`src/design/lpfp_pkg.sv`:
```
// Shared types and constants for the length-prefixed frame parser.
// No dependencies; imported by every module of the block.
package lpfp_pkg;

    localparam int START_LEN_DEF = 2;           // default start pattern length in bytes
    localparam int BYTE_W        = 8;
    localparam int CNT_W         = 32;          // byte counter, wide enough for any data length
    localparam int HLEN_W        = 8;
    localparam int DLEN_W        = 32;
    localparam int PAT_W         = 16;          // width of the start pattern register
    localparam int DLEN_BYTES    = DLEN_W / BYTE_W;

    typedef enum logic [2:0] {
        SEC_HUNT = 3'd0,
        SEC_HLEN = 3'd1,
        SEC_DLEN = 3'd2,
        SEC_HDR  = 3'd3,
        SEC_DATA = 3'd4,
        SEC_CSUM = 3'd5
    } lpfp_section_t;

    typedef enum logic [1:0] {
        KIND_HDR  = 2'd0,
        KIND_DATA = 2'd1,
        KIND_GOOD = 2'd2,
        KIND_BAD  = 2'd3
    } lpfp_kind_t;

    typedef struct packed {
        logic [DLEN_W-1:0] data_length;
        logic [HLEN_W-1:0] header_length;
        logic [CNT_W-1:0]  offset;
        logic [BYTE_W-1:0] out_byte;
        lpfp_kind_t        kind;
        logic              frame_end;
    } lpfp_result_t;

endpackage

```
`src/design/length_prefixed_frame_parser_unit.sv`:
```
// Top level of the length-prefixed frame parser with XOR checksum.
// Depends on lpfp_pkg, lpfp_parser and lpfp_out_buf.
//
//  Channel | Direction | Payload                                   | Handshake
//  --------+-----------+-------------------------------------------+-------------------
//  s_      | in        | tdata: rx_byte                            | tvalid / tready
//  m_      | out       | tdata, tuser: kind, tlast: frame_end      | tvalid / tready
//  cfg_    | in        | cfg_wr_data: start_pattern                | cfg_wr_en, no wait
//
//  One byte is accepted per cycle while s_tready is high; its result (if any)
//  is registered in the output register, via the skid entry while m_ stalls,
//  and shown on the m_ channel; the rate is set by the single parser state update.
//  Reset is synchronous and active low; it returns the parser to hunting and
//  clears the start pattern. A stalled m_ side is absorbed by one skid entry;
//  s_tready drops only once both the output register and the skid entry hold.
module length_prefixed_frame_parser_unit #(
    parameter int START_LEN = lpfp_pkg::START_LEN_DEF
) (
    input  logic                        aclk,
    input  logic                        aresetn,
    // configuration
    input  logic                        cfg_wr_en,
    input  logic [lpfp_pkg::PAT_W-1:0]  cfg_wr_data,   // start_pattern, first byte in [15:8]
    // received bytes
    input  logic                        s_tvalid,
    output logic                        s_tready,
    input  logic [7:0]                  s_tdata,       // [7:0] rx_byte
    // parser results
    output logic                        m_tvalid,
    input  logic                        m_tready,
    output logic [79:0]                 m_tdata,       // [7:0] out_byte, [39:8] offset,
                                                       // [47:40] header_length,
                                                       // [79:48] data_length
    output logic [1:0]                  m_tuser,       // [1:0] kind
    output logic                        m_tlast        // frame_end
);
    import lpfp_pkg::*;

    logic         in_accept;
    logic         res_valid;
    lpfp_result_t res;
    lpfp_result_t out_res;

    // Take a byte whenever the skid stage has room.
    assign in_accept = s_tvalid && s_tready;

    lpfp_parser #(
        .START_LEN (START_LEN)
    ) u_parser (
        .aclk        (aclk),
        .aresetn     (aresetn),
        .cfg_wr_en   (cfg_wr_en),
        .cfg_wr_data (cfg_wr_data),
        .in_accept   (in_accept),
        .in_byte     (s_tdata),
        .res_valid   (res_valid),
        .res         (res)
    );

    // Hold results here until the downstream side takes the transaction.
    lpfp_out_buf u_out_buf (
        .aclk       (aclk),
        .aresetn    (aresetn),
        .push       (res_valid),
        .push_data  (res),
        .push_ready (s_tready),
        .out_valid  (m_tvalid),
        .out_data   (out_res),
        .out_ready  (m_tready)
    );

    // Pack the payload, out_byte in the lowest bits and data_length in the highest.
    assign m_tdata = {out_res.data_length, out_res.header_length,
                      out_res.offset, out_res.out_byte};
    assign m_tuser = out_res.kind;
    assign m_tlast = out_res.frame_end;

endmodule

```
`src/design/lpfp_parser.sv`:
```
// Frame parser core: section state, byte counter, running XOR and lengths.
// Depends on lpfp_pkg; produces at most one result per accepted byte.
module lpfp_parser #(
    parameter int START_LEN = lpfp_pkg::START_LEN_DEF
) (
    input  logic                         aclk,
    input  logic                         aresetn,
    input  logic                         cfg_wr_en,
    input  logic [lpfp_pkg::PAT_W-1:0]   cfg_wr_data,
    input  logic                         in_accept,
    input  logic [lpfp_pkg::BYTE_W-1:0]  in_byte,
    output logic                         res_valid,
    output lpfp_pkg::lpfp_result_t       res
);
    import lpfp_pkg::*;

    localparam int IDX_W = (START_LEN > 1) ? $clog2(START_LEN) : 1;

    lpfp_section_t     section_reg, section_next;
    logic [CNT_W-1:0]  count_reg, count_next;
    logic [BYTE_W-1:0] xor_reg, xor_next;
    logic [HLEN_W-1:0] hdr_len_reg, hdr_len_next;
    logic [DLEN_W-1:0] data_len_reg, data_len_next;
    logic [PAT_W-1:0]  pattern_reg;

    logic [CNT_W-1:0]  count_inc;
    logic [IDX_W-1:0]  hunt_idx;
    logic [IDX_W:0]    pat_pos;
    logic [BYTE_W-1:0] expected_byte;
    logic [BYTE_W-1:0] xor_acc;

    assign count_inc = count_reg + CNT_W'(1);
    assign xor_acc   = xor_reg ^ in_byte;
    assign hunt_idx  = count_reg[IDX_W-1:0];
    assign pat_pos   = (IDX_W+1)'(START_LEN - 1) - {1'b0, hunt_idx};

    // Pattern bytes beyond the 16-bit register are expected to be zero.
    always_comb begin
        if (pat_pos == (IDX_W+1)'(0)) begin
            expected_byte = pattern_reg[BYTE_W-1:0];
        end else if (pat_pos == (IDX_W+1)'(1)) begin
            expected_byte = pattern_reg[2*BYTE_W-1:BYTE_W];
        end else begin
            expected_byte = '0;
        end
    end

    // Next state
    always_comb begin
        section_next  = section_reg;
        count_next    = count_reg;
        xor_next      = xor_reg;
        hdr_len_next  = hdr_len_reg;
        data_len_next = data_len_reg;
        if (in_accept) begin
            unique case (section_reg)
                SEC_HLEN: begin
                    xor_next      = xor_acc;
                    hdr_len_next  = in_byte;
                    data_len_next = '0;
                    count_next    = '0;
                    section_next  = SEC_DLEN;
                end
                SEC_DLEN: begin
                    xor_next      = xor_acc;
                    data_len_next = {data_len_reg[DLEN_W-BYTE_W-1:0], in_byte};
                    if (count_inc >= CNT_W'(DLEN_BYTES)) begin
                        count_next = '0;
                        if (hdr_len_reg != '0) begin
                            section_next = SEC_HDR;
                        end else if (data_len_next != '0) begin
                            section_next = SEC_DATA;
                        end else begin
                            section_next = SEC_CSUM;
                        end
                    end else begin
                        count_next = count_inc;
                    end
                end
                SEC_HDR: begin
                    xor_next = xor_acc;
                    if (count_inc >= {{(CNT_W-HLEN_W){1'b0}}, hdr_len_reg}) begin
                        count_next   = '0;
                        section_next = (data_len_reg != '0) ? SEC_DATA : SEC_CSUM;
                    end else begin
                        count_next = count_inc;
                    end
                end
                SEC_DATA: begin
                    xor_next = xor_acc;
                    if (count_inc >= data_len_reg) begin
                        count_next   = '0;
                        section_next = SEC_CSUM;
                    end else begin
                        count_next = count_inc;
                    end
                end
                SEC_CSUM: begin
                    section_next = SEC_HUNT;
                    count_next   = '0;
                    xor_next     = '0;
                end
                default: begin
                    // Hunt: a mismatching byte restarts the search without retrying it.
                    section_next = SEC_HUNT;
                    if (in_byte == expected_byte) begin
                        xor_next = xor_acc;
                        if (count_inc >= CNT_W'(START_LEN)) begin
                            count_next   = '0;
                            section_next = SEC_HLEN;
                        end else begin
                            count_next = count_inc;
                        end
                    end else begin
                        count_next = '0;
                        xor_next   = '0;
                    end
                end
            endcase
        end
    end

    // Result for the byte being accepted
    always_comb begin
        res_valid         = 1'b0;
        res.data_length   = data_len_reg;
        res.header_length = hdr_len_reg;
        res.offset        = count_reg;
        res.out_byte      = in_byte;
        res.kind          = KIND_HDR;
        res.frame_end     = 1'b0;
        unique case (section_reg)
            SEC_HDR: begin
                res_valid = in_accept;
            end
            SEC_DATA: begin
                res_valid = in_accept;
                res.kind  = KIND_DATA;
            end
            SEC_CSUM: begin
                res_valid     = in_accept;
                res.offset    = '0;
                res.out_byte  = '0;
                res.kind      = (xor_reg == in_byte) ? KIND_GOOD : KIND_BAD;
                res.frame_end = 1'b1;
            end
            default: begin
                res_valid = 1'b0;
            end
        endcase
    end

    always_ff @(posedge aclk) begin
        if (!aresetn) begin
            section_reg  <= SEC_HUNT;
            count_reg    <= '0;
            xor_reg      <= '0;
            hdr_len_reg  <= '0;
            data_len_reg <= '0;
            pattern_reg  <= '0;
        end else begin
            section_reg  <= section_next;
            count_reg    <= count_next;
            xor_reg      <= xor_next;
            hdr_len_reg  <= hdr_len_next;
            data_len_reg <= data_len_next;
            if (cfg_wr_en) begin
                pattern_reg <= cfg_wr_data;
            end
        end
    end

endmodule

```
`src/design/lpfp_out_buf.sv`:
```
// Output register with a skid stage for parser results.
// Depends on lpfp_pkg for the result structure.
module lpfp_out_buf (
    input  logic                    aclk,
    input  logic                    aresetn,
    input  logic                    push,
    input  lpfp_pkg::lpfp_result_t  push_data,
    output logic                    push_ready,
    output logic                    out_valid,
    output lpfp_pkg::lpfp_result_t  out_data,
    input  logic                    out_ready
);
    import lpfp_pkg::*;

    logic         main_valid_reg, main_valid_next;
    logic         skid_valid_reg, skid_valid_next;
    lpfp_result_t main_reg, main_next;
    lpfp_result_t skid_reg, skid_next;
    logic         pop;

    assign pop        = main_valid_reg && out_ready;
    assign push_ready = !skid_valid_reg;
    assign out_valid  = main_valid_reg;
    assign out_data   = main_reg;

    always_comb begin
        main_valid_next = main_valid_reg;
        skid_valid_next = skid_valid_reg;
        main_next       = main_reg;
        skid_next       = skid_reg;
        if (!main_valid_reg || pop) begin
            // Refill the main register, oldest transaction first.
            if (skid_valid_reg) begin
                main_next       = skid_reg;
                main_valid_next = 1'b1;
                skid_valid_next = 1'b0;
            end else begin
                main_next       = push_data;
                main_valid_next = push;
            end
        end else if (push) begin
            skid_next       = push_data;
            skid_valid_next = 1'b1;
        end
    end

    always_ff @(posedge aclk) begin
        if (!aresetn) begin
            main_valid_reg <= 1'b0;
            skid_valid_reg <= 1'b0;
        end else begin
            main_valid_reg <= main_valid_next;
            skid_valid_reg <= skid_valid_next;
        end
    end

    always_ff @(posedge aclk) begin
        main_reg <= main_next;
        skid_reg <= skid_next;
    end

endmodule

```
`config.mk`:
```
export PLATFORM = sky130hd
export DESIGN_NAME = length_prefixed_frame_parser_unit
export DESIGN_NICKNAME = d
export VERILOG_FILES = /design/src/design/lpfp_pkg.sv /design/src/design/length_prefixed_frame_parser_unit.sv /design/src/design/lpfp_parser.sv /design/src/design/lpfp_out_buf.sv
export SDC_FILE = /design/constraint.sdc
export NUM_CORES = 1
export LEC_CHECK = 0
export ABC_CLOCK_PERIOD_IN_PS = 7500
export BUFFER_PORTS_ARGS = -buffer_cell sky130_fd_sc_hd__buf_2
export CAP_MARGIN = 10
export CORE_UTILIZATION = 33
export CTS_CLUSTER_DIAMETER = 100
export DETAILED_ROUTE_END_ITERATION = 7
export MAX_ROUTING_LAYER = met4
export SLEW_MARGIN = 25
export SYNTH_ARGS = -nofsm -noshare
export SYNTH_HDL_FRONTEND = slang
export SYNTH_HIERARCHICAL = 1
export SYNTH_SLANG_ARGS = --single-unit
```
`constraint.sdc`:
```
create_clock -name aclk -period 7.5 [get_ports aclk]
set_input_delay 1.5 -clock aclk [delete_from_list [all_inputs] [get_ports aclk]]
set_output_delay 1.5 -clock aclk [all_outputs]
set_load 0.02 [all_outputs]
```
==> impl_metrics.toml, run 1 <==
[final_layout]
layout.cell_area.non_filler_um2 = 14700
final_standard_cell_count_with_taps_included_and_fillers_excluded = 1744
post_route_cells_drive_above_1_share = 0.224
final.fill_count = 3714
diodes = 0
area_growth_from_synthesis_to_final_layout_pct = 14.7
finalCoreUtilization = 0.388
net_count_reported_at_finish = 1282

[placed_design]
post_dp_cell_area_um2 = 13800
place_inst = 1688
place_worst_setup_slack_ps = 2510
gpl.final_weighted_congestion = 0.914
port_buffers = 113
dp_hpwl_um = 22000

[yosys]
syn-mean-instance-area_um2 = 11.4
synth.distinct_cells = 62
synth.yosys.seq_area_share = 0.546
synth-edff-count = 166
syn_nets = 1202
synthesis.instances = 1130
synth_area_leaders = "edfxtp_1 39%, dfxtp_1 16%, mux2_2 7.4%"
yosys.area.top_type_share = 0.389
postSynthRegisterBits = 267
main_synth_ff_type = "edfxtp_1"
mappedNetlistArea_um2 = 12800
post_synthesis_async_set_or_reset_flop_share = 0
total_number_of_yosys_warnings = 6
netlist.top_cell.by_area = "edfxtp_1"

[clocking]
post_cts.resized_instances = 0
cts.sink_count = 267
post_cts_setup_inserts = 0
number_of_buffers_created_by_cts = 30
cts.reportedPaths.clkPinSlew_ps = 60
cts_max_level = 1
clock_path_buffers = 3
tritoncts = "yes"
clk_latency_worst_skew_pair_ps = 560
cts-root-buf = "clkbuf_16"
cts_hold_repair.buffers = 0

[route]
dr.pass1.iters = 6
detailedRoute.firstIterationViolations = 564
vias_per_cell = 5.08
drt_drc_violations_left = 0
drt-total-wl_um = 31900
wl_per_cell_um = 18.3
drtAntennaViolNets = 0
route.vias.total = 8868

[critical_path]
worstSetupStartpointType = "flop"
slowest_delay_ps = 950
cpLargestDelayFamily = "simple AND/OR/NAND/NOR gates"
timing_worst_setup_path_type = "reg2reg"
series_of_cell_instances_along_the_critical_path = "ha_1 > and4_1 > nand3_2 > nor3_1 > nor2b_1 > or2_2 > ha_1 > nand2_1 > nor2_1 > a211oi_1 > o211ai_1 > or2_2 > o41ai_4 > nor2_4 > o21ai_0"
timing.critical_path.to_type = "flop"
timing.critical_path.arrival_ps = 5440
cp.buffers_inverters = 0
worst_path_max_delay_cell = "dfxtp_1"
maximum_fanout_along_the_worst_path = 27
crit_required_ps = 7900

[floorplanning]
die_h_um = 199
design.die.area_um2 = 39700
width_of_the_chip_um = 199
io_pins = 114
core_um2 = 37900
row_count = 71
starting_utilization_of_the_core_area = 0.338

[sta]
final_period_minus_worst_setup_slack_ps = 5040
timing.slew.headroom = 0.362
max_clock_freq_mhz = 199
setup_slack_ps = 2460
slew_viol_final = 0
period_share = 0.672
final.setup.tns_ps = 0
max_slew.worst_pin.slew_ps = 955
hold_violations = 0
final_setup_violating_endpoints = 0
holdWs_ps = 484
setup_repair_after_global_routing_missed_its_margin = "false"
fin_worst_skew_ps = 21.8

[power_and_ir_drop]
power_per_cell_area_nw_per_um2 = 205
leakage_power_of_the_design_nw = 5.76
post-layout-total-power_mw = 3.01
power.ir.vdd_worst_uv = 139

[global_route]
first_global_vias = 8609
grt.total_usage = 0.168
globalRouteOverflowTotal = 0
wire_length_of_the_first_global_routing_pass_um = 50400
grt_max_degree = 75
antenna_found_initial = 0

[flow_run]
max_cap_viol_count = 0

[worst_hold_path]
timing.hold.worst.class = "reg2reg"

[status]
outcome = "finished, final reports clean"
-- logic make-up (layout without fill, tap and decap cells) --
family / after synthesis / in the layout / share of synthesized area
compound gates: 168 / 168 / 0.0893
xor+xnor: 56 / 56 / 0.0393
fa+ha+maj: 43 / 43 / 0.0419
buf+inv: 126 / 229 / 0.0443
flops: 267 / 267 / 0.546
mux: 112 / 112 / 0.0956
simple gates: 358 / 358 / 0.143
-- tightest hold or removal path: cells and delay by family (launching register included) --
family           cells  cell delay [ps]
AND/OR/NAND/NOR      1               60
AO/OA/AOI/OAI        1               50
flip-flops           1              330
-- per-layer routing --
layer / track usage / vias to the layer above / share of wire
met3: 0.0233 / 48 / 0.059
met4: 0.0464 / 0 / 0.020
met1: 0.234 / 4305 / 0.47
li1: - / 4257 / -
met5: - / - / 0
met2: 0.255 / 258 / 0.45
-- final cells by class --
cell class / instances / area [µm²] / area share
clock inverters: 22 / 173 / 0.0117
inverters: 50 / 188 / 0.0128
repair buffers: 124 / 661 / 0.0449
flip-flops and latches: 267 / 7010 / 0.476
clock buffers: 33 / 762 / 0.0518
well taps: 511 / 639 / 0.0435
multi-input cells: 737 / 5280 / 0.359
-- final timing paths --
path	start	to	slack (ps)	cells after the start
max	u_parser/count_reg[0]	u_parser/count_reg[9]	2460	15
min	u_parser/xor_reg[2]	u_parser/xor_reg[2]	480	2
max reg2reg	u_parser/count_reg[0]	u_parser/count_reg[9]	2460	15
min reg2reg	u_parser/xor_reg[2]	u_parser/xor_reg[2]	480	2
-- Yosys cell counts, drive strengths merged, types with 28 or more instances --
master,n
and2,43
nor2,87
nand2,92
a21oi,30
mux2i,28
xnor2,37
o21ai,35
a22oi,32
mux2,84
dfxtp,101
ha,43
inv,49
edfxtp,166
clkbuf,49
-- cell usage in the layout (no fill, tap or decap), types with 11 or more instances in the layout --
cell	synthesis	layout
nand4_1	20	20
a21oi_1	30	30
a211oi_1	22	22
mux2_2	84	84
buf_2	11	113
nand3_1	25	25
nand2_1	92	92
ha_1	43	43
xnor2_1	37	37
nor2_1	86	84
nor3_1	12	11
edfxtp_1	166	166
clkbuf_16	0	30
nor4_1	19	19
a22oi_1	32	32
dfxtp_1	101	100
inv_1	48	48
mux2i_1	28	28
and2_1	43	43
o21ai_0	34	34
xor2_1	18	18
-- power by group --
| part | leakage (nW) | switching (mW) | total [mW] | internal [mW] |
|---|---|---|---|---|
| logic | 2.71 | 0.0429 | 0.0672 | 0.0242 |
| registers | 2.60 | 0.00335 | 1.55 | 1.55 |
| clock network | 0.451 | 0.594 | 1.39 | 0.798 |
| total | 5.76 | 0.640 | 3.01 | 2.37 |
(Power assumes the default switching activity.)
==> run 2: changes to the inputs <==
- ABC_CLOCK_PERIOD_IN_PS: 7500 -> 5100
- clock period: 7.5 -> 5.1 ns (I/O delays scaled with it)
==> impl_metrics.toml, run 2 (same netlist as run 1, synthesis figures left out) <==
[route]
drtAntennaViolNets = 0
route.vias.total = 8778
detailedRoute.firstIterationViolations = 510
drt_drc_violations_left = 0
drt-total-wl_um = 32100
wl_per_cell_um = 18.4
vias_per_cell = 5.04
dr.pass1.iters = 5

[global_route]
globalRouteOverflowTotal = 0
grt.total_usage = 0.167
first_global_vias = 8580
wire_length_of_the_first_global_routing_pass_um = 50200
antenna_found_initial = 0
grt_max_degree = 84

[critical_path]
timing.critical_path.to_type = "flop"
reg2reg_depth = 14
cpLargestDelayFamily = "simple AND/OR/NAND/NOR gates"
startpoint = "u_parser/count_reg[1]"
worstReg2RegStart = "u_parser/count_reg[1]"
worst-path-stages = 14
worstSetupStartpointType = "flop"
ff2ff_setup_slack_ps = 620
maximum_fanout_along_the_worst_path = 27
cp.buffers_inverters = 0
timing.critical_path.arrival_ps = 4940
crit_required_ps = 5550
timing_worst_setup_path_type = "reg2reg"
crit-reg2reg-capture = "u_parser/count_reg[30]"
endpoint = "u_parser/count_reg[30]"
series_of_cell_instances_along_the_critical_path = "ha_1 > and4_1 > nand3_2 > nor3_1 > nor2b_1 > or2_2 > ha_1 > nand2_1 > nor2_1 > a211oi_1 > o211ai_1 > o41ai_4 > nor2_4 > a211oi_1"
worst_path_max_delay_cell = "o41ai_4"
slowest_delay_ps = 630

[power_and_ir_drop]
power_per_cell_area_nw_per_um2 = 305
power.ir.vdd_worst_uv = 203
leakage_power_of_the_design_nw = 5.75

[clocking]
tritoncts = "yes"
clock_path_buffers = 3
cts_hold_repair.buffers = 0
post_cts.resized_instances = 0
cts.sink_count = 267
number_of_buffers_created_by_cts = 28
clk_latency_worst_skew_pair_ps = 560
cts-root-buf = "clkbuf_16"
cts_max_level = 1
post_cts_setup_inserts = 0
cts.reportedPaths.clkPinSlew_ps = 60

[final_layout]
layout_common_cells = "166 x edfxtp_1, 113 x buf_2, 100 x dfxtp_1"
post_route_cells_drive_above_1_share = 0.224
final.fill_count = 3679
area_growth_from_synthesis_to_final_layout_pct = 14.9
net_count_reported_at_finish = 1280
final_common_cell = "edfxtp_1"
diodes = 0

[sta]
timing.slew.headroom = 0.438
fin_worst_skew_ps = 24.6
final_period_minus_worst_setup_slack_ps = 4480
setup_slack_ps = 615
setup_repair_after_global_routing_missed_its_margin = "false"
period_share = 0.879
max_clock_freq_mhz = 223
final.setup.tns_ps = 0
final_setup_violating_endpoints = 0
hold_violations = 0
slew_viol_final = 0
max_slew.worst_pin.slew_ps = 843

[placed_design]
place_worst_setup_slack_ps = 734
gpl.final_weighted_congestion = 0.924
dp_hpwl_um = 21900
port_buffers = 113

[floorplanning]
io_pins = 114
design.die.area_um2 = 39700
core_um2 = 37900
die_h_um = 199
row_count = 71
width_of_the_chip_um = 199
starting_utilization_of_the_core_area = 0.338

[flow_run]
max_cap_viol_count = 0

[worst_hold_path]
timing.hold.worst.class = "reg2reg"

[status]
outcome = "finished, final reports clean"
run 2: cell types whose count changed in the layout (fill, tap and decap cells not counted), moves of 3 or more:
| cell | previous run | this run |
|---|---|---|
| clkinv_1 | 8 | 2 |
| clkbuf_1 | 3 | 7 |
| clkinvlp_4 | 4 | 0 |
| clkbuf_8 | 0 | 3 |
run 2: routing by layer:
metal / wire [µm] / GRT usage
met3: 1670 / 0.0216
met4: 523 / 0.0365
met5: 0 / -
met2: 14900 / 0.264
met1: 15000 / 0.229
run 2: worst min path at each step:
stage,start,to,slack (ps),cells after the start
2_1_floorplan,u_parser/xor_reg[2],u_parser/xor_reg[2],450,2
3_3_place_gp,u_parser/xor_reg[2],u_parser/xor_reg[2],460,2
3_5_place_dp,u_parser/xor_reg[2],u_parser/xor_reg[2],480,2
4_1_cts,u_parser/xor_reg[2],u_parser/xor_reg[2],490,2
5_1_grt,u_parser/xor_reg[2],u_parser/xor_reg[2],510,2
6_report,u_parser/xor_reg[2],u_parser/xor_reg[2],490,2
run 2: metrics by stage:
step	hold WS [ps]	std cells	instance area (µm²)	power (mW)	utilization
detailed placement	479	1689	13800	2.43	0.363
finish	488	1741	14700	4.50	0.389
global route	506	1741	14700	4.66	0.389
floorplan	453	1130	12800	2.39	-
CTS	489	1741	14700	4.56	0.389
global placement	464	1689	13800	2.43	0.363
run 2: power breakdown:
part | switching, mW | internal, mW
clock network | 0.852 | 1.26
registers | 0.00472 | 2.28
logic | 0.0627 | 0.0352
run 2: cell type report:
class | count | area [µm²] | share of cell area
Multi-Input combinational cell | 737 | 5280 | 0.358
Sequential cell | 267 | 7010 | 0.476
Clock inverter | 14 | 198 | 0.0134
Tap cell | 511 | 639 | 0.0434
Inverter | 50 | 188 | 0.0127
Timing Repair Buffer | 124 | 661 | 0.0448
Clock buffer | 38 | 768 | 0.0521
run 2: tightest hold or removal path: stages, from the launching register on:
cell and delay [ps]:
dfxtp_1 330, nand2_1 60, a21oi_1 50
